--- src/tdpt_pkg.sv ---
`timescale 1ns / 1ps
// ----------------------------------------------------------------------------
// tdpt_pkg: shared definitions for the trial-division prime tester
// Widths, parameter defaults and the sequencer state type.
// ----------------------------------------------------------------------------
package tdpt_pkg;

  // Width of the candidate field on the input channel
  localparam int unsigned CandidateW = 31;

  // Default datapath width
  localparam int unsigned NumberBitsDef = 31;

  // Sequencer states
  typedef enum logic [2:0] {
    ST_IDLE,
    ST_ROOT,
    ST_TRIAL,
    ST_DONE
  } tdpt_state_e;

endpackage

--- src/tdpt_in_if.sv ---
`timescale 1ns / 1ps
// ----------------------------------------------------------------------------
// tdpt_in_if: candidate channel
// Valid/ready channel carrying one candidate per transaction.
// ----------------------------------------------------------------------------
interface tdpt_in_if;
  logic                               valid;
  logic                               ready;
  logic [tdpt_pkg::CandidateW-1:0]    candidate;

  modport source (output valid, output candidate, input ready);
  modport sink   (input valid, input candidate, output ready);
endinterface

--- src/tdpt_out_if.sv ---
`timescale 1ns / 1ps
// ----------------------------------------------------------------------------
// tdpt_out_if: verdict channel
// Valid/ready channel carrying one prime/not-prime flag per transaction.
// ----------------------------------------------------------------------------
interface tdpt_out_if;
  logic valid;
  logic ready;
  logic is_prime;

  modport source (output valid, output is_prime, input ready);
  modport sink   (input valid, input is_prime, output ready);
endinterface

--- src/tdpt_div.sv ---
`timescale 1ns / 1ps
// ----------------------------------------------------------------------------
// tdpt_div: serial restoring divider
// One quotient bit per cycle; quotient and remainder valid when done_o
// pulses. Divisor must be nonzero.
// ----------------------------------------------------------------------------
module tdpt_div #(
  parameter int unsigned NUMBER_BITS = tdpt_pkg::NumberBitsDef
) (
  input  logic                   clk_i,
  input  logic                   rst_ni,
  input  logic                   start_i,
  input  logic [NUMBER_BITS-1:0] dividend_i,
  input  logic [NUMBER_BITS-1:0] divisor_i,
  output logic                   done_o,
  output logic [NUMBER_BITS-1:0] quotient_o,
  output logic [NUMBER_BITS-1:0] remainder_o
);

  localparam int unsigned W  = NUMBER_BITS;
  localparam int unsigned CW = $clog2(W + 1);

  logic          busy_q, busy_d;
  logic          done_q, done_d;
  logic [CW-1:0] cnt_q, cnt_d;
  logic [W-1:0]  quo_q, quo_d;
  logic [W-1:0]  rem_q, rem_d;
  logic [W-1:0]  dvs_q, dvs_d;

  logic [W:0]    shifted;
  logic [W:0]    diff;
  logic          fits;

  // One restoring step
  assign shifted = {rem_q, quo_q[W-1]};
  assign diff    = shifted - {1'b0, dvs_q};
  assign fits    = shifted >= {1'b0, dvs_q};

  // Step / load control
  always_comb begin
    busy_d = busy_q;
    done_d = 1'b0;
    cnt_d  = cnt_q;
    quo_d  = quo_q;
    rem_d  = rem_q;
    dvs_d  = dvs_q;
    if (start_i) begin
      busy_d = 1'b1;
      cnt_d  = CW'(W);
      quo_d  = dividend_i;
      rem_d  = '0;
      dvs_d  = divisor_i;
    end else if (busy_q) begin
      quo_d = {quo_q[W-2:0], fits};
      rem_d = fits ? diff[W-1:0] : shifted[W-1:0];
      cnt_d = cnt_q - CW'(1);
      if (cnt_q == CW'(1)) begin
        busy_d = 1'b0;
        done_d = 1'b1;
      end
    end
  end

  // Control registers
  always_ff @(posedge clk_i or negedge rst_ni) begin
    if (!rst_ni) begin
      busy_q <= 1'b0;
      done_q <= 1'b0;
      cnt_q  <= '0;
    end else begin
      busy_q <= busy_d;
      done_q <= done_d;
      cnt_q  <= cnt_d;
    end
  end

  // Datapath registers
  always_ff @(posedge clk_i) begin
    quo_q <= quo_d;
    rem_q <= rem_d;
    dvs_q <= dvs_d;
  end

  assign done_o      = done_q;
  assign quotient_o  = quo_q;
  assign remainder_o = rem_q;

endmodule

--- src/trial_division_prime_test_unit.sv ---
`timescale 1ns / 1ps
// ----------------------------------------------------------------------------
// trial_division_prime_test_unit: primality test by trial division
//
// Usage: present a candidate on in_i; it is taken when valid and ready are
// both high. in_i.ready is high only while the unit is idle. The verdict
// appears on out_o and is held until the receiver takes it; only then does
// the unit return to idle and accept the next candidate. A stalled receiver
// therefore stalls the input side.
//
// Only the low NUMBER_BITS bits of the candidate are tested. Values below
// two go straight to the done state and report not prime. Otherwise the
// floor square root is found by Heron's iteration, then divisors 2..root
// are tried in turn, with an early exit on the first exact division.
// Every step uses one shared serial divider, which takes a new division
// only after the last one is done. Reset returns the unit to idle and
// drops any verdict in flight.
// ----------------------------------------------------------------------------
module trial_division_prime_test_unit #(
  parameter int unsigned NUMBER_BITS = tdpt_pkg::NumberBitsDef
) (
  input  logic  clk_i,
  input  logic  rst_ni,
  tdpt_in_if.sink    in_i,
  tdpt_out_if.source out_o
);

  localparam int unsigned W  = NUMBER_BITS;
  localparam int unsigned RW = (W + 1) / 2;
  localparam int unsigned CW = tdpt_pkg::CandidateW;

  tdpt_pkg::tdpt_state_e state_q, state_d;

  logic [W-1:0]  n_q, n_d;
  logic [W-1:0]  est_q, est_d;
  logic [RW-1:0] root_q, root_d;
  logic [RW-1:0] dvr_q, dvr_d;
  logic          prime_q, prime_d;

  logic          div_start;
  logic [W-1:0]  div_dividend;
  logic [W-1:0]  div_divisor;
  logic          div_done;
  logic [W-1:0]  div_quo;
  logic [W-1:0]  div_rem;

  logic [CW+W-1:0] cand_wide;
  logic [W-1:0]    cand;
  logic            cand_small;
  logic [W:0]      heron_sum;
  logic [W-1:0]    heron_next;
  logic            heron_falls;
  logic            root_small;
  logic            in_fire;
  logic            out_fire;

  // Fit the candidate to the datapath width
  assign cand_wide  = {{W{1'b0}}, in_i.candidate};
  assign cand       = cand_wide[W-1:0];
  assign cand_small = (cand[W-1:1] == '0);

  // Heron step from the finished quotient
  assign heron_sum   = {1'b0, est_q} + {1'b0, div_quo};
  assign heron_next  = heron_sum[W:1];
  assign heron_falls = heron_next < est_q;
  assign root_small  = (est_q[W-1:1] == '0);

  assign in_fire  = in_i.valid && in_i.ready;
  assign out_fire = out_o.valid && out_o.ready;

  // Next state
  always_comb begin
    state_d = state_q;
    case (state_q)
      tdpt_pkg::ST_IDLE: begin
        if (in_fire) begin
          state_d = cand_small ? tdpt_pkg::ST_DONE : tdpt_pkg::ST_ROOT;
        end
      end
      tdpt_pkg::ST_ROOT: begin
        if (div_done && !heron_falls) begin
          state_d = root_small ? tdpt_pkg::ST_DONE : tdpt_pkg::ST_TRIAL;
        end
      end
      tdpt_pkg::ST_TRIAL: begin
        if (div_done && ((div_rem == '0) || (dvr_q == root_q))) begin
          state_d = tdpt_pkg::ST_DONE;
        end
      end
      tdpt_pkg::ST_DONE: begin
        if (out_fire) begin
          state_d = tdpt_pkg::ST_IDLE;
        end
      end
      default: state_d = tdpt_pkg::ST_IDLE;
    endcase
  end

  // Datapath updates and divider requests
  always_comb begin
    n_d          = n_q;
    est_d        = est_q;
    root_d       = root_q;
    dvr_d        = dvr_q;
    prime_d      = prime_q;
    div_start    = 1'b0;
    div_dividend = n_q;
    div_divisor  = est_q;
    case (state_q)
      tdpt_pkg::ST_IDLE: begin
        if (in_fire) begin
          n_d     = cand;
          est_d   = cand >> 1;
          prime_d = 1'b0;
          if (!cand_small) begin
            div_start    = 1'b1;
            div_dividend = cand;
            div_divisor  = cand >> 1;
          end
        end
      end
      tdpt_pkg::ST_ROOT: begin
        if (div_done) begin
          if (heron_falls) begin
            est_d       = heron_next;
            div_start   = 1'b1;
            div_divisor = heron_next;
          end else begin
            root_d = est_q[RW-1:0];
            dvr_d  = RW'(2);
            if (root_small) begin
              prime_d = 1'b1;
            end else begin
              div_start   = 1'b1;
              div_divisor = W'(2);
            end
          end
        end
      end
      tdpt_pkg::ST_TRIAL: begin
        if (div_done) begin
          if (div_rem == '0) begin
            prime_d = 1'b0;
          end else if (dvr_q == root_q) begin
            prime_d = 1'b1;
          end else begin
            dvr_d       = dvr_q + RW'(1);
            div_start   = 1'b1;
            div_divisor = W'(dvr_q + RW'(1));
          end
        end
      end
      default: ;
    endcase
  end

  // Control registers
  always_ff @(posedge clk_i or negedge rst_ni) begin
    if (!rst_ni) begin
      state_q <= tdpt_pkg::ST_IDLE;
    end else begin
      state_q <= state_d;
    end
  end

  // Datapath registers
  always_ff @(posedge clk_i) begin
    n_q     <= n_d;
    est_q   <= est_d;
    root_q  <= root_d;
    dvr_q   <= dvr_d;
    prime_q <= prime_d;
  end

  // Shared divider
  tdpt_div #(
    .NUMBER_BITS (NUMBER_BITS)
  ) u_div (
    .clk_i       (clk_i),
    .rst_ni      (rst_ni),
    .start_i     (div_start),
    .dividend_i  (div_dividend),
    .divisor_i   (div_divisor),
    .done_o      (div_done),
    .quotient_o  (div_quo),
    .remainder_o (div_rem)
  );

  // Channel outputs
  assign in_i.ready     = (state_q == tdpt_pkg::ST_IDLE);
  assign out_o.valid    = (state_q == tdpt_pkg::ST_DONE);
  assign out_o.is_prime = prime_q;

endmodule

--- src/flat_wrapper.sv ---
// flat-port wrapper written by rule: the top's interface ports become plain ports
module trial_division_prime_test_unit_flat 
#(
  parameter int unsigned NUMBER_BITS = tdpt_pkg::NumberBitsDef
)
  (clk_i, rst_ni, in_i_valid, in_i_candidate, in_i_ready, out_o_valid, out_o_is_prime, out_o_ready);
  tdpt_in_if in_i_i ();
  tdpt_out_if out_o_i ();
  input  logic clk_i;
  input  logic rst_ni;
  input wire logic [$bits(in_i_i.valid)-1:0] in_i_valid;
  input wire logic [$bits(in_i_i.candidate)-1:0] in_i_candidate;
  output wire logic [$bits(in_i_i.ready)-1:0] in_i_ready;
  output wire logic [$bits(out_o_i.valid)-1:0] out_o_valid;
  output wire logic [$bits(out_o_i.is_prime)-1:0] out_o_is_prime;
  input wire logic [$bits(out_o_i.ready)-1:0] out_o_ready;
  assign in_i_i.valid = in_i_valid;
  assign in_i_i.candidate = in_i_candidate;
  assign in_i_ready = in_i_i.ready;
  assign out_o_valid = out_o_i.valid;
  assign out_o_is_prime = out_o_i.is_prime;
  assign out_o_i.ready = out_o_ready;
  trial_division_prime_test_unit #(.NUMBER_BITS(NUMBER_BITS)) u_core (.clk_i(clk_i), .rst_ni(rst_ni), .in_i(in_i_i), .out_o(out_o_i));
endmodule
--- config.mk ---
export PLATFORM = sky130hd
export DESIGN_NAME = trial_division_prime_test_unit_flat
export DESIGN_NICKNAME = d
export VERILOG_FILES = /design/src/tdpt_pkg.sv /design/src/tdpt_in_if.sv /design/src/tdpt_out_if.sv /design/src/tdpt_div.sv /design/src/trial_division_prime_test_unit.sv /design/src/flat_wrapper.sv
export SDC_FILE = /design/constraint.sdc
export NUM_CORES = 1
export LEC_CHECK = 0
export BUFFER_PORTS_ARGS = -buffer_cell sky130_fd_sc_hd__buf_2
export CORE_MARGIN = 1.5
export CORE_UTILIZATION = 50
export DETAILED_ROUTE_END_ITERATION = 8
export PLACE_DENSITY_LB_ADDON = 0.2
export SLEW_MARGIN = 15
export SYNTH_ARGS = -nofsm -noshare
export SYNTH_HDL_FRONTEND = slang
export SYNTH_HIERARCHICAL = 1
export SYNTH_SLANG_ARGS = --single-unit
--- constraint.sdc ---
create_clock -name clk_i -period 6.1 [get_ports clk_i]
set_clock_uncertainty 0.2 [all_clocks]
set_input_delay 1.525 -clock clk_i [delete_from_list [all_inputs] [get_ports clk_i]]
set_output_delay 1.525 -clock clk_i [all_outputs]
set_load 0.05 [all_outputs]
# Word-level counts from Yosys, hierarchy flattened
# Index checks and enable logic that the tools add are counted.
[word_totals]
ram_bits = 0
rom_bits = 0
input_bits = 35
ff_bits = 198
out_inout_bits = 3
latch_bits = 0
word_cells = 114
memories = 0
[op_classes]
n_mul = 0
shifts = 0
n_reduce_logical = 20
n_eq_ne = 17
add_sub_neg = 5
muxes = 57
n_bitwise = 1
order_cmp = 2
n_div = 0
[ops]
columns = ["op", "count"]
rows = [
  ["31-bit two-way mux", 17],
  ["31-bit case mux with 3 select lines", 1],
  ["16-bit two-way mux", 5],
  ["31-bit case mux with 2 select lines", 1],
  ["30-bit zero test", 2],
  ["31-bit by 31-bit adder with 32-bit output", 1],
  ["32-bit by 31-bit >= comparator with 1-bit output", 1],
  ["16-bit case mux with 2 select lines", 1],
  ["31-bit zero test", 1],
  ["31-bit < comparator", 1],
  ["31-bit subtractor", 1],
  ["1-bit two-way mux", 22],
  ["16-bit by 1-bit adder with 17-bit output (second input constant)", 1],
  ["16-bit by 1-bit adder with 16-bit output (second input constant)", 1],
  ["16-bit == test", 1],
  ["2-bit != test (second input constant)", 7],
  ["3-bit two-way mux", 4],
  ["3-bit case mux with 4 select lines", 1],
  ["5-bit two-way mux", 2],
  ["2-bit by 1-bit != test with 1-bit output (second input constant)", 4],
  ["4-bit AND reduction", 2],
  ["7-bit AND reduction", 1],
  ["3-bit by 2-bit == test with 1-bit output (second input constant)", 2],
  ["1-bit case mux with 3 select lines", 2],
  ["15 further kinds", 20],
]

# Depth between registers and ports, before layout
# Gate-level depths: netlist of run 1.
[depth]
depth_word = 6
ltp_mapped = 24
ltp_nobuf = 22

# By module
# The synthesis of run 1 kept the hierarchy.
[modules_own_cells]
columns = ["module", "cells_each", "seq_area_each_um2", "area_per_inst_um2", "instances"]
rows = [
  ["trial_division_prime_test_unit", 898, 2902.8, 8071.5, 1],
  ["tdpt_div", 591, 2657.5, 5871.9, 1],
]

# Least setup slack after synthesis of run 1
# No wires, ideal clock.
[synth_timing]
kind = "reg-to-reg"
from = "reg u_core.est_q[0]"
to = "reg u_core.u_div.quo_q[0] (netlist: u_core/u_div/quotient_o[0]) (enable)"
stages_incl_launch_ff = 22
setup_ns = 0.386
path_buffers = 1
path_slack_ns = -0.029
arrival_time_ns = 5.543
required_ns = 5.514
path_cell_list = "edfxtp_1 -> and2_1 -> fa_1 -> a211oi_1 -> o21bai_1 -> o2111ai_1 -> a21oi_1 -> a31oi_1 -> o31ai_1 -> xor2_1 -> ha_1 -> nand4_1 -> nor3_1 -> a22oi_1 -> o211ai_1 -> a21oi_1 -> clkbuf_1 -> nand2b_1 -> o211a_1 -> o21a_1 -> nor2_1 -> inv_1"
[synth_between]
elab_chain_cells = 6
[synth_lines]
columns = ["element", "line_no", "rtl"]
rows = [
  ["start, declared", "trial_division_prime_test_unit.sv:35", "logic [W-1:0] est_q, est_d;"],
  ["start signal, assigned", "trial_division_prime_test_unit.sv:169", "est_q <= est_d;"],
  ["31-bit by 31-bit adder with 32-bit output", "trial_division_prime_test_unit.sv:63", "assign heron_sum = {1'b0, est_q} + {1'b0, div_quo};"],
  ["31-bit < comparator (*)", "trial_division_prime_test_unit.sv:65", "assign heron_falls = heron_next < est_q;"],
  ["1-bit two-way mux (*)", "trial_division_prime_test_unit.sv:124", "if (heron_falls) begin"],
  ["1-bit two-way mux (*)", "trial_division_prime_test_unit.sv:123", "if (div_done) begin"],
  ["1-bit case mux with 3 select lines (*)", "trial_division_prime_test_unit.sv:109", "case (state_q)"],
  ["net u_core.div_start", "trial_division_prime_test_unit.sv:40", "logic div_start;"],
  ["2-bit nonzero test (no source line) (*)", "n/a", ""],
  ["end signal, assigned", "tdpt_div.sv:79", "quo_q <= quo_d;"],
  ["end, declared", "tdpt_div.sv:26", "logic [W-1:0] quo_q, quo_d;"],
]
# Mark *: on every way through the listed nets, which the timed path passes. The rest lies on a longest branch.
# A chain may end at the register's enable or synchronous reset.

# Worst setup path after layout of run 1
[layout_timing]
from = "reg u_core.est_q[2]"
to = "reg u_core.u_div.quo_q[29] (netlist: u_core/u_div/quotient_o[29]) (data pin)"
[layout_between]
elab_chain_cells = 6
word_cells_on_any_way = 8
[layout_lines]
columns = ["element", "line_no", "rtl"]
rows = [
  ["31-bit by 31-bit adder with 32-bit output or 30-bit zero test (tied branches)", "trial_division_prime_test_unit.sv:63, trial_division_prime_test_unit.sv:66", ""],
  ["31-bit < comparator or 1-bit two-way mux (tied branches)", "trial_division_prime_test_unit.sv:65, trial_division_prime_test_unit.sv:131", ""],
  ["1-bit two-way mux (*)", "trial_division_prime_test_unit.sv:124", ""],
  ["1-bit two-way mux (*)", "trial_division_prime_test_unit.sv:123", ""],
  ["1-bit case mux with 3 select lines (*)", "trial_division_prime_test_unit.sv:109", ""],
  ["net u_core.div_start", "trial_division_prime_test_unit.sv:40", ""],
  ["31-bit two-way mux (*)", "tdpt_div.sv:47", "if (start_i) begin"],
  ["net u_core.u_div.quo_d[29]", "tdpt_div.sv:26", ""],
]
# Marked as above.

==> reports/results.tsv, run 1 <==
stage	metric	value	unit
run_status	status	completed	
drt	viasPerCell	6.32	
logic_synthesis	synthesis.nets	1624	
floorplan	num_rows	60	
logic_synthesis	syn_inst	1489	
clocking	cts_sinks	197	
floorplan	initial_utilization	51.3	%
timing	post-route-period-util	92.2	%
logic_synthesis	ys_warn_count	6	
placement	dp_hpwl	30700	µm
logic_synthesis	synthArstFlopShare	4.57	%
grt	antenna_found_initial	1	
timing	hold_viol	0	
logic_synthesis	synth_edf_count	157	
grt	grt_pass1_wl	65000	µm
placement	pre_cts_ws	0.299	ns
drt	vias	11900	
logic_synthesis	ys.flop_type	edfxtp_1	
timing	setup_tns	0	ns
drt	drt_iter0_markers	1296	
grt	gr-total-overflow	0	
drt	drc	0	
logic_synthesis	ys_seq_elements	197	
logic_synthesis	netlist_area	13900	µm²
floorplan	dieArea	28900	µm²
placement	place_congestion	0.955	
logic_synthesis	synthDistinctLibCells	87	
clocking	clk_latency	0.44	ns
logic_synthesis	yosysSeqAreaShare	39.9	%
logic_synthesis	synth_area_leaders	edfxtp_1 (34%), ha_1 (8.8%), mux2_2 (4.8%)	
logic_synthesis	yosysTopAreaCellShare	33.8	%
grt	grt_pass1_vias	11400	
power_and_ir_drop	leakage	0.00602	µW
timing	slew_violations	0	
final_layout	area_growth	8.72	%
critical_path	cp_max_fo	27	
critical_path	critical_path.cell_chain	ha_1 -> a21oi_1 -> a21oi_2 -> o21ai_1 -> a31oi_1 -> a41oi_1 -> o21ai_1 -> xor2_1 -> ha_1 -> a21oi_1 -> o21ai_0 -> a22oi_1 -> o211ai_1 -> a21oi_1 -> nand2b_1 -> o211a_1 -> o21a_4 -> buf_4 -> mux2_2	
floorplan	floorplan.die.width	170	µm
final_layout	layout_commonest_cell	nand2_1	
timing	worst_pin_slew	1.00	ns
critical_path	cp-start-kind	flop	
critical_path	end_kind	flop	
timing	relSlewSlack	32.7	%
power_and_ir_drop	p_per_area	654	nW/µm²
drt	postRouteWirelength	41500	µm
timing	finalWorstSetupSlack	0.475	ns
final_layout	final_cells	1888	
clocking	cts_buffer_depth	2	
timing	period_minus_slack	5.62	ns
clocking	clkSlewWorstSetupHoldPaths	0.08	ns
timing	max_freq	178	MHz
drt	ant_nets	0	
clocking	numCtsBuffers	17	
clocking	cts_tree	yes	
critical_path	path_class	flop to flop	
final_layout	final_cell_mix	nand2_1 (173), edfxtp_1 (157), nor2_1 (115)	
logic_synthesis	avgSynthCellArea	9.36	µm²
drt	drt_first_pass_iters	6	
clocking	htreeDepth	4	
final_layout	fillCellCount	2502	
critical_path	cp_common_cell	a21oi_1	
logic_synthesis	yosys.area.top_type	edfxtp_1	
floorplan	core_area	27200	µm²
clocking	cts_root_buf	clkbuf_16	
power_and_ir_drop	power	9910	µW
power_and_ir_drop	ir_drop	0.360	mV
placement	numPortBuffers	37	
floorplan	io_pins	38	
final_layout	drive_gt1_share	12.1	%
timing	grt_setup_unrepaired	false	
final_layout	final_nets	1637	
critical_path	cp.arrival	5.61	ns
worst_hold_path	hp-class	flop to flop	
floorplan	die_h	170	µm
flow_run	drv_cap	0	
critical_path	cpMaxStageDelayCell	edfxtp_1	
placement	placed_cells	1855	
drt	wl_per_cell	22.0	µm
timing	setup_viol	0	
critical_path	slowest_delay	0.48	ns
critical_path	worstPathRequired	6.08	ns
grt	track_usage	29.3	%
grt	grt_max_degree	61	
per-layer routing:
metal | track usage [%] | share of wire (%) | up-vias
met4 | 8.50 | 2.3 | 0
met2 | 47.5 | 46 | 521
met1 | 40.5 | 44 | 5726
li1 | - | - | 5612
met3 | 4.47 | 7.4 | 65
met5 | 0 | 0 | -
Yosys cell counts (31+ instances only):
master / n
a211oi_1: 32
a21oi_1: 109
clkbuf_1: 54
dfxtp_1: 31
edfxtp_1: 157
ha_1: 98
inv_1: 90
mux2_2: 59
nand2_1: 173
nand4_1: 36
nor2_1: 116
o21ai_0: 69
xnor2_1: 48
through the flow:
stage	instance area (µm²)	utilization (%)	hold WS [ns]
6_report	15200	55.8	0.307
4_1_cts	15100	55.7	0.305
3_3_place_gp	14600	53.6	0.263
5_1_grt	15200	55.8	0.327
2_1_floorplan	13900	-	0.257
3_5_place_dp	14600	53.6	0.286
registers in the layout, summed over array words and instances (netlist names):
register and cells:
u_core/est_q 31, u_core/n_q 31, u_core/u_div/dvs_q 31, u_core/u_div/quotient_o 31, u_core/u_div/remainder_o 31, u_core/dvr_q 16, u_core/root_q 16, u_core/u_div/cnt_q 5
u_core/state_q 2, u_core/out_o.is_prime 1, u_core/u_div/busy_q 1, u_core/u_div/done_o 1
critical path, delay by kind of cell (launching register included):
family	cells	cell delay, ns
flops	1	0.48
fa+ha+maj	2	0.73
simple gates	1	0.20
compound gates	13	2.71
mux	1	0.38
buf+inv	1	0.39
xor+xnor	1	0.28
power by group:
group          switching [µW]  internal (µW)  leakage [µW]
clock                     564            546      0.000275
sequential                386           2090       0.00186
combinational            3910           2420       0.00389
total                    4860           5050       0.00602
final timing paths:
check	from	endpoint	slack, ns	cells after the start
setup / recovery	u_core/est_q[2]	u_core/u_div/quotient_o[29]	0.48	19
hold / removal	u_core/est_q[13]	u_core/root_q[13]	0.31	0
setup reg to reg	u_core/est_q[2]	u_core/u_div/quotient_o[29]	0.48	19
hold reg to reg	u_core/est_q[13]	u_core/root_q[13]	0.31	0
max in group asynchronous	rst_ni	u_core/u_div/busy_q	4.76	1
min in group asynchronous	rst_ni	u_core/u_div/cnt_q[2]	0.73	1
cell families (layout without fill, tap and decap cells):
group,after synthesis,in the layout,share of synthesized area (%)
xor+xnor,76,76,4.77
fa+ha+maj,100,100,9.08
flops,197,197,39.9
simple gates,480,480,16.4
mux,69,69,5.49
compound gates,409,409,20.0
buf+inv,158,184,4.33
other cells,0,1,0
area by class of cell:
cell class | count | area, µm² | area share (%)
Antenna cell | 1 | 2.50 | 0.0165
Clock buffer | 19 | 433 | 2.86
Clock inverter | 13 | 133 | 0.875
Inverter | 92 | 345 | 2.28
Multi-Input combinational cell | 1134 | 7840 | 51.7
Sequential cell | 197 | 5560 | 36.7
Tap cell | 372 | 465 | 3.07
Timing Repair Buffer | 60 | 378 | 2.49
what timing repair did:
action | 4_1_cts | 5_1_grt
resized for setup | 0 | 5
hold buffers | 0 | 0
setup endpoints to repair | 0 | 85
endpoints found under the hold margin | 0 | 0
buffers inserted | 0 | 0
Power figures use the tool's default switching activity.
==> run 2, diff against run 1 <==
--- a/config.mk
+++ b/config.mk
@@ -6,8 +6,10 @@
 export NUM_CORES = 1
 export LEC_CHECK = 0
 export BUFFER_PORTS_ARGS = -buffer_cell sky130_fd_sc_hd__buf_2
+export CELL_PAD_IN_SITES_DETAIL_PLACEMENT = 1
+export CELL_PAD_IN_SITES_GLOBAL_PLACEMENT = 1
 export CORE_MARGIN = 1.5
-export CORE_UTILIZATION = 50
+export CORE_UTILIZATION = 45
 export DETAILED_ROUTE_END_ITERATION = 8
 export PLACE_DENSITY_LB_ADDON = 0.2
 export SLEW_MARGIN = 15
==> reports/results.tsv, run 2 (synthesis gave the netlist of run 1 again) <==
stage	metric	value	unit	change
run_status	status	completed		unchanged
grt	track_usage	29.8	%	was 29.3%
drt	vias	12300		was 11,900
flow_run	drv_cap	0		unchanged
critical_path	cp-start-kind	flop		unchanged
floorplan	floorplan.die.width	179	µm	was 170 µm
final_layout	area_growth	9.93	%	was 8.72%
clocking	cts_sinks	197		unchanged
final_layout	final_nets	1650		was 1,637
final_layout	final_cells	1925		was 1,888
timing	hold_viol	0		unchanged
timing	timing.hold.ws	0.324	ns	was 0.307 ns
timing	relSlewSlack	26.4	%	was 32.7%
drt	viasPerCell	6.38		was 6.32
drt	postRouteWirelength	47100	µm	was 41,500 µm
grt	grt_max_degree	61		unchanged
worst_hold_path	hp-class	flop to flop		unchanged
final_layout	finish.utilization	50.2	%	was 55.8%
drt	drt_first_pass_iters	6		unchanged
floorplan	io_pins	38		unchanged
drt	drc	0		unchanged
drt	ant_nets	0		unchanged
floorplan	dieArea	32100	µm²	was 28,900 µm²
critical_path	worstPathRequired	6.11	ns	was 6.08 ns
clocking	cts_tree	yes		unchanged
timing	worst_pin_slew	1.09	ns	was 1.00 ns
critical_path	r2r_slack	0.27	ns	was 0.48 ns
critical_path	cpLargestDelayFamily	compound AO/OA/AOI/OAI gates		unchanged
clocking	ctsHoldBuffers	0		unchanged
placement	numPortBuffers	37		unchanged
timing	period_minus_slack	5.83	ns	was 5.62 ns
clocking	cts_root_buf	clkbuf_16		unchanged
critical_path	critical_path.cell_chain	ha_1 -> a211oi_1 -> o21bai_1 -> o2111ai_1 -> a21oi_1 -> a31oi_2 -> o31ai_1 -> xor2_1 -> ha_1 -> nand4_1 -> nor2_1 -> a22oi_1 -> o211ai_1 -> a21oi_1 -> nand2b_1 -> o211a_1 -> o21a_2 -> mux2_2		was ha_1 -> a21oi_1 -> a21oi_2 -> o21ai_1 -> a31oi_1 -> a41oi_1 -> o21ai_1 -> xor2_1 -> ha_1 -> a21oi_1 -> o21ai_0 -> a22oi_1 -> o211ai_1 -> a21oi_1 -> nand2b_1 -> o211a_1 -> o21a_4 -> buf_4 -> mux2_2
final_layout	drive_gt1_share	13.1	%	was 12.1%
power_and_ir_drop	ir_drop	0.325	mV	was 0.360 mV
critical_path	end_kind	flop		unchanged
final_layout	final_cell_mix	nand2_1 (173), edfxtp_1 (157), nor2_1 (115)		unchanged
final_layout	layout_commonest_cell	nand2_1		unchanged
timing	slew_violations	0		unchanged
timing	finalWorstSetupSlack	0.270	ns	was 0.475 ns
timing	post-route-period-util	95.6	%	was 92.2%
power_and_ir_drop	p_per_area	676	nW/µm²	was 654 nW/µm²
power_and_ir_drop	pwr-share-seq	23.9	%	was 25.0%
clocking	cts_buffer_depth	2		unchanged
critical_path	cp_max_fo	19		was 27
floorplan	initial_utilization	45.7	%	was 51.3%
clocking	clk_latency	0.46	ns	was 0.44 ns
grt	antenna_found_initial	0		was 1
critical_path	cpMaxStageDelayCell	o21a_2		was edfxtp_1
power_and_ir_drop	combPwrFrac	64.8	%	was 63.8%
floorplan	core_area	30500	µm²	was 27,200 µm²
grt	gr-total-overflow	0		unchanged
clocking	htreeDepth	4		unchanged
power_and_ir_drop	p_sw	5180	µW	was 4860 µW
drt	wl_per_cell	24.5	µm	was 22.0 µm
placement	dp_hpwl	35000	µm	was 30,700 µm
floorplan	num_rows	64		was 60
power_and_ir_drop	leakage	0.00612	µW	was 0.00602 µW
floorplan	die_h	179	µm	was 170 µm
critical_path	cp.arrival	5.84	ns	was 5.61 ns
power_and_ir_drop	p_clk_share	11.3	%	was 11.2%
power_and_ir_drop	p_int	5170	µW	was 5050 µW
timing	max_freq	172	MHz	was 178 MHz
critical_path	path_class	flop to flop		unchanged
final_layout	fillCellCount	3494		was 2,502
clocking	numCtsBuffers	17		unchanged
grt	grt_pass1_vias	12500		was 11,400
critical_path	crit_buf_inv	0		was 1
timing	setup_viol	0		unchanged
placement	pre_cts_ws	0.127	ns	was 0.299 ns
power_and_ir_drop	switching_share	50.1	%	was 49.0%
placement	placed_cells	1889		was 1,855
placement	place_congestion	0.929		was 0.955
clocking	clkSlewWorstSetupHoldPaths	0.08	ns	about the same
grt	grt_pass1_wl	71600	µm	was 65,000 µm
drt	drt_iter0_markers	995		was 1,296
critical_path	slowest_delay	0.53	ns	was 0.48 ns
==> run 2: final cells by class <==
cell class	count	area, µm²	area share (%)
diodes	1	2.50	0.0163
clock buffers	19	464	3.03
inverters	92	349	2.28
clock inverters	13	133	0.865
flip-flops and latches	197	5560	36.3
multi-input cells	1136	7870	51.3
repair buffers	71	455	2.97
well taps	396	495	3.23
==> run 2: worst paths after layout <==
| path | endpoint | startpoint | depth (start not counted) |
|---|---|---|---|
| max | u_core/u_div/quotient_o[20] | u_core/est_q[2] | 18 |
| min | u_core/root_q[13] | u_core/est_q[13] | 0 |
| max reg2reg | u_core/u_div/quotient_o[20] | u_core/est_q[2] | 18 |
| min reg2reg | u_core/root_q[13] | u_core/est_q[13] | 0 |
| max in group asynchronous | u_core/u_div/busy_q | rst_ni | 1 |
| min in group asynchronous | u_core/u_div/done_o | rst_ni | 1 |
==> run 2: metrics by stage <==
stage	setup TNS (ns)	power [µW]	instance area, µm²
floorplan	0	6880	13900
global placement	0	8680	14700
detailed placement	0	8910	14700
CTS	0	10200	15300
global route	-0.0169	11000	15300
finish	0	10400	15300
==> run 2: per-layer routing <==
layer | vias up | track usage [%] | wire (µm) | share of wire, %
met5 | - | 0 | 0 | 0
li1 | 5639 | - | - | -
met4 | 0 | 12.3 | 1780 | 3.8
met2 | 396 | 49.2 | 22200 | 47
met3 | 93 | 4.96 | 2590 | 5.5
met1 | 6153 | 38.5 | 20500 | 44
==> run 2: power groups by stage <==
stage / combinational, µW / clock, µW / sequential, µW
3_3_place_gp: 6210 / 0 / 2470
6_report: 6710 / 1170 / 2470
3_5_place_dp: 6420 / 0 / 2490
4_1_cts: 6520 / 1190 / 2470
5_1_grt: 7270 / 1230 / 2520
2_1_floorplan: 4540 / 0 / 2340
==> run 2: worst register-to-register path, cell delays in order, from the launching register on <==
cell and delay (ns):
edfxtp_1 0.48, ha_1 0.44, a211oi_1 0.11, o21bai_1 0.32, o2111ai_1 0.21, a21oi_1 0.31
a31oi_2 0.21, o31ai_1 0.45, xor2_1 0.28, ha_1 0.28, nand4_1 0.20, nor2_1 0.09
a22oi_1 0.18, o211ai_1 0.15, a21oi_1 0.19, nand2b_1 0.21, o211a_1 0.33, o21a_2 0.53
mux2_2 0.40
==> run 2: repair_timing <==
item | CTS | global route
pin swaps | 0 | 1
resized for setup | 0 | 8
endpoints found under the setup margin | 1 | 54
gates cloned | 1 | 1
setup buffers | 0 | 1
==> run 3, diff against run 2 <==
--- a/config.mk
+++ b/config.mk
@@ -5,11 +5,12 @@
 export SDC_FILE = /design/constraint.sdc
 export NUM_CORES = 1
 export LEC_CHECK = 0
+export ABC_AREA = 1
 export BUFFER_PORTS_ARGS = -buffer_cell sky130_fd_sc_hd__buf_2
 export CELL_PAD_IN_SITES_DETAIL_PLACEMENT = 1
 export CELL_PAD_IN_SITES_GLOBAL_PLACEMENT = 1
 export CORE_MARGIN = 1.5
-export CORE_UTILIZATION = 45
+export CORE_UTILIZATION = 34
 export DETAILED_ROUTE_END_ITERATION = 8
 export PLACE_DENSITY_LB_ADDON = 0.2
 export SLEW_MARGIN = 15
==> reports/results.tsv, run 3 <==
stage	metric	value	unit	change
critical_path	cp_max_fo	42		was 19
worst_hold_path	hp-class	flop to flop		unchanged
timing	period_minus_slack	5.46	ns	was 5.83 ns
drt	drt_first_pass_iters	5		was 6
timing	post-route-period-util	89.5	%	was 95.6%
logic_synthesis	synthDistinctLibCells	55		was 87
critical_path	cpLargestDelayFamily	simple AND/OR/NAND/NOR gates		was compound AO/OA/AOI/OAI gates
logic_synthesis	yosysTopAreaCellShare	28.8	%	was 33.8%
final_layout	area_growth	8.26	%	was 9.93%
floorplan	num_rows	80		was 64
clocking	clk_latency	0.51	ns	was 0.46 ns
critical_path	cp_common_cell	nand2_1		
logic_synthesis	synthesis.nets	2614		was 1,624
floorplan	core_area	47500	µm²	was 30,500 µm²
critical_path	end_kind	flop		unchanged
grt	antenna_found_initial	5		was 0
drt	postRouteWirelength	60000	µm	was 47,100 µm
grt	track_usage	25.1	%	was 29.8%
clocking	cts_tree	yes		unchanged
run_status	status	completed		unchanged
logic_synthesis	synth_area_leaders	edfxtp_1 (29%), nand2_1 (23%), inv_1 (9.8%)		was edfxtp_1 (34%), ha_1 (8.8%), mux2_2 (4.8%)
logic_synthesis	yosys.area.top_type	edfxtp_1		unchanged
timing	max_freq	183	MHz	was 172 MHz
logic_synthesis	synthArstFlopShare	4.57	%	unchanged
drt	ant_nets	0		unchanged
final_layout	multi_input_area	8820	µm²	was 7870 µm²
timing	setup_viol	0		unchanged
logic_synthesis	yosysSeqAreaShare	34.0	%	was 39.9%
placement	dp_hpwl	48100	µm	was 35,000 µm
floorplan	io_pins	38		unchanged
final_layout	layout_commonest_cell	nand2_1		unchanged
grt	grt_pass1_vias	16200		was 12,500
timing	finalWorstSetupSlack	0.643	ns	was 0.270 ns
clocking	cts_buffer_depth	2		unchanged
critical_path	r2r_slack	0.64	ns	was 0.27 ns
critical_path	cp-start-kind	flop		unchanged
clocking	numCtsBuffers	17		unchanged
logic_synthesis	yosysMostFrequentCell	nand2_1		unchanged
grt	gr-total-overflow	0		unchanged
drt	vias	15500		was 12,300
final_layout	drive_gt1_share	7.73	%	was 13.1%
clocking	post_cts_buffers	0		unchanged
timing	relSlewSlack	17.7	%	was 26.4%
placement	place_congestion	0.923		was 0.929
final_layout	fillCellCount	6143		was 3,494
logic_synthesis	avgSynthCellArea	6.59	µm²	was 9.36 µm²
floorplan	die_h	222	µm	was 179 µm
logic_synthesis	synth_edf_count	157		unchanged
critical_path	worstPathRequired	6.02	ns	was 6.11 ns
floorplan	dieArea	49400	µm²	was 32,100 µm²
clocking	cts_sinks	197		unchanged
timing	setup_tns	0	ns	unchanged
critical_path	cpMaxStageDelayCell	inv_2		was o21a_2
final_layout	final_nets	2634		was 1,650
final_layout	final_cells	3127		was 1,925
placement	pre_cts_ws	0.693	ns	was 0.127 ns
timing	grt_setup_unrepaired	false		
placement	numPortBuffers	37		unchanged
grt	grt_pass1_wl	93400	µm	was 71,600 µm
logic_synthesis	netlist_area	16300	µm²	was 13,900 µm²
flow_run	drv_cap	0		unchanged
logic_synthesis	synthTopCellsByCount	nand2_1 (1,001), inv_1 (426), nor2_1 (203), edfxtp_1 (157), nand3_1 (125)		was nand2_1 (173), edfxtp_1 (157), nor2_1 (116), a21oi_1 (109), ha_1 (98)
critical_path	slowest_delay	0.89	ns	was 0.53 ns
logic_synthesis	ys_warn_count	6		unchanged
logic_synthesis	ys.flop_type	edfxtp_1		unchanged
timing	slew_violations	0		unchanged
final_layout	final_cell_mix	nand2_1 (1,000), inv_1 (425), nor2_1 (202)		was nand2_1 (173), edfxtp_1 (157), nor2_1 (115)
placement	placed_cells	3095		was 1,889
timing	worst_pin_slew	1.23	ns	was 1.09 ns
timing	hold_viol	0		unchanged
critical_path	cp.arrival	5.38	ns	was 5.84 ns
clocking	ctsHoldBuffers	0		unchanged
floorplan	initial_utilization	34.4	%	was 45.7%
floorplan	floorplan.die.width	222	µm	was 179 µm
drt	drc	0		unchanged
clocking	clkSlewWorstSetupHoldPaths	0.08	ns	about the same
logic_synthesis	syn_inst	2479		was 1,489
drt	viasPerCell	4.94		was 6.38
logic_synthesis	ys_seq_elements	197		unchanged
clocking	cts_root_buf	clkbuf_16		unchanged
critical_path	path_class	flop to flop		unchanged
clocking	cts_resized	0		unchanged
final_layout	seq_area	5560	µm²	about the same
critical_path	crit_buf_inv	5		was 0
drt	drt_iter0_markers	838		was 995
drt	wl_per_cell	19.2	µm	was 24.5 µm
grt	grt_max_degree	47		was 61
clocking	htreeDepth	4		unchanged
==> run 3: changes by cell type in the layout (fill, tap and decap cells not counted), moves of 30 or more <==
cell      before   now
xnor2_1       48    13
nor2_1       115   202
inv_1         89   425
nand3_1       20   125
nand2_1      173  1000
a211oi_1      31     1
mux2_2        59     0
o21ai_0       69    36
a21oi_1      108    71
==> run 3: cell families (layout without fill, tap and decap cells) <==
kind of cell	count (synthesis)	in the layout	synth area share [%]
flip-flops	197	197	34.0
other	0	1	0
AO/OA/AOI/OAI	171	171	6.21
XOR/XNOR	31	31	1.71
buffers and inverters	504	536	12.2
AND/OR/NAND/NOR	1476	1476	38.1
adder cells (fa/ha/maj)	100	100	7.75
==> run 3: worst min-delay path: stages (launching register included) <==
cell and delay [ns]:
dfxtp_1 0.33, nand2_1 0.07, nand2_1 0.04
==> run 3: layout make-up <==
| class | count | share of cell area [%] |
|---|---|---|
| flip-flops and latches | 197 | 31.4 |
| multi-input cells | 1778 | 49.9 |
| clock buffers | 18 | 2.43 |
| repair buffers | 55 | 1.81 |
| well taps | 615 | 4.35 |
| inverters | 450 | 9.55 |
| diodes | 1 | 0.0141 |
| clock inverters | 13 | 0.559 |
==> run 3: metrics by stage <==
step | hold WS [ns] | cell area, µm² | util, %
floorplan | 0.257 | 16300 | -
global placement | 0.274 | 17200 | 36.1
detailed placement | 0.275 | 17200 | 36.1
CTS | 0.290 | 17700 | 37.2
global route | 0.318 | 17700 | 37.2
finish | 0.287 | 17700 | 37.2
==> run 3: final timing paths <==
path | startpoint | end | depth (start not counted)
worst max-delay path | u_core/est_q[12] | u_core/u_div/quotient_o[19] | 25
worst min-delay path | u_core/u_div/remainder_o[16] | u_core/u_div/remainder_o[16] | 2
worst max register to register | u_core/est_q[12] | u_core/u_div/quotient_o[19] | 25
worst min register to register | u_core/u_div/remainder_o[16] | u_core/u_div/remainder_o[16] | 2
max in group asynchronous | rst_ni | u_core/state_q[1] | 1
min in group asynchronous | rst_ni | u_core/u_div/cnt_q[1] | 1
==> run 3: metal layers <==
layer  global-route usage (%)  up-vias  part of all wire, %  wire, µm
met5                        0        -                0.052        31
met4                     8.31        4                  2.5      1510
met3                     3.53       74                  3.7      2190
met2                     42.8      215                   48     28600
met1                     32.5     7426                   46     27600
li1                         -     7732                    -         -
Power of run 3 is left out: the tool's default activity adds up to more than one toggle a clock period on the data nets, which glitch-free logic cannot reach.
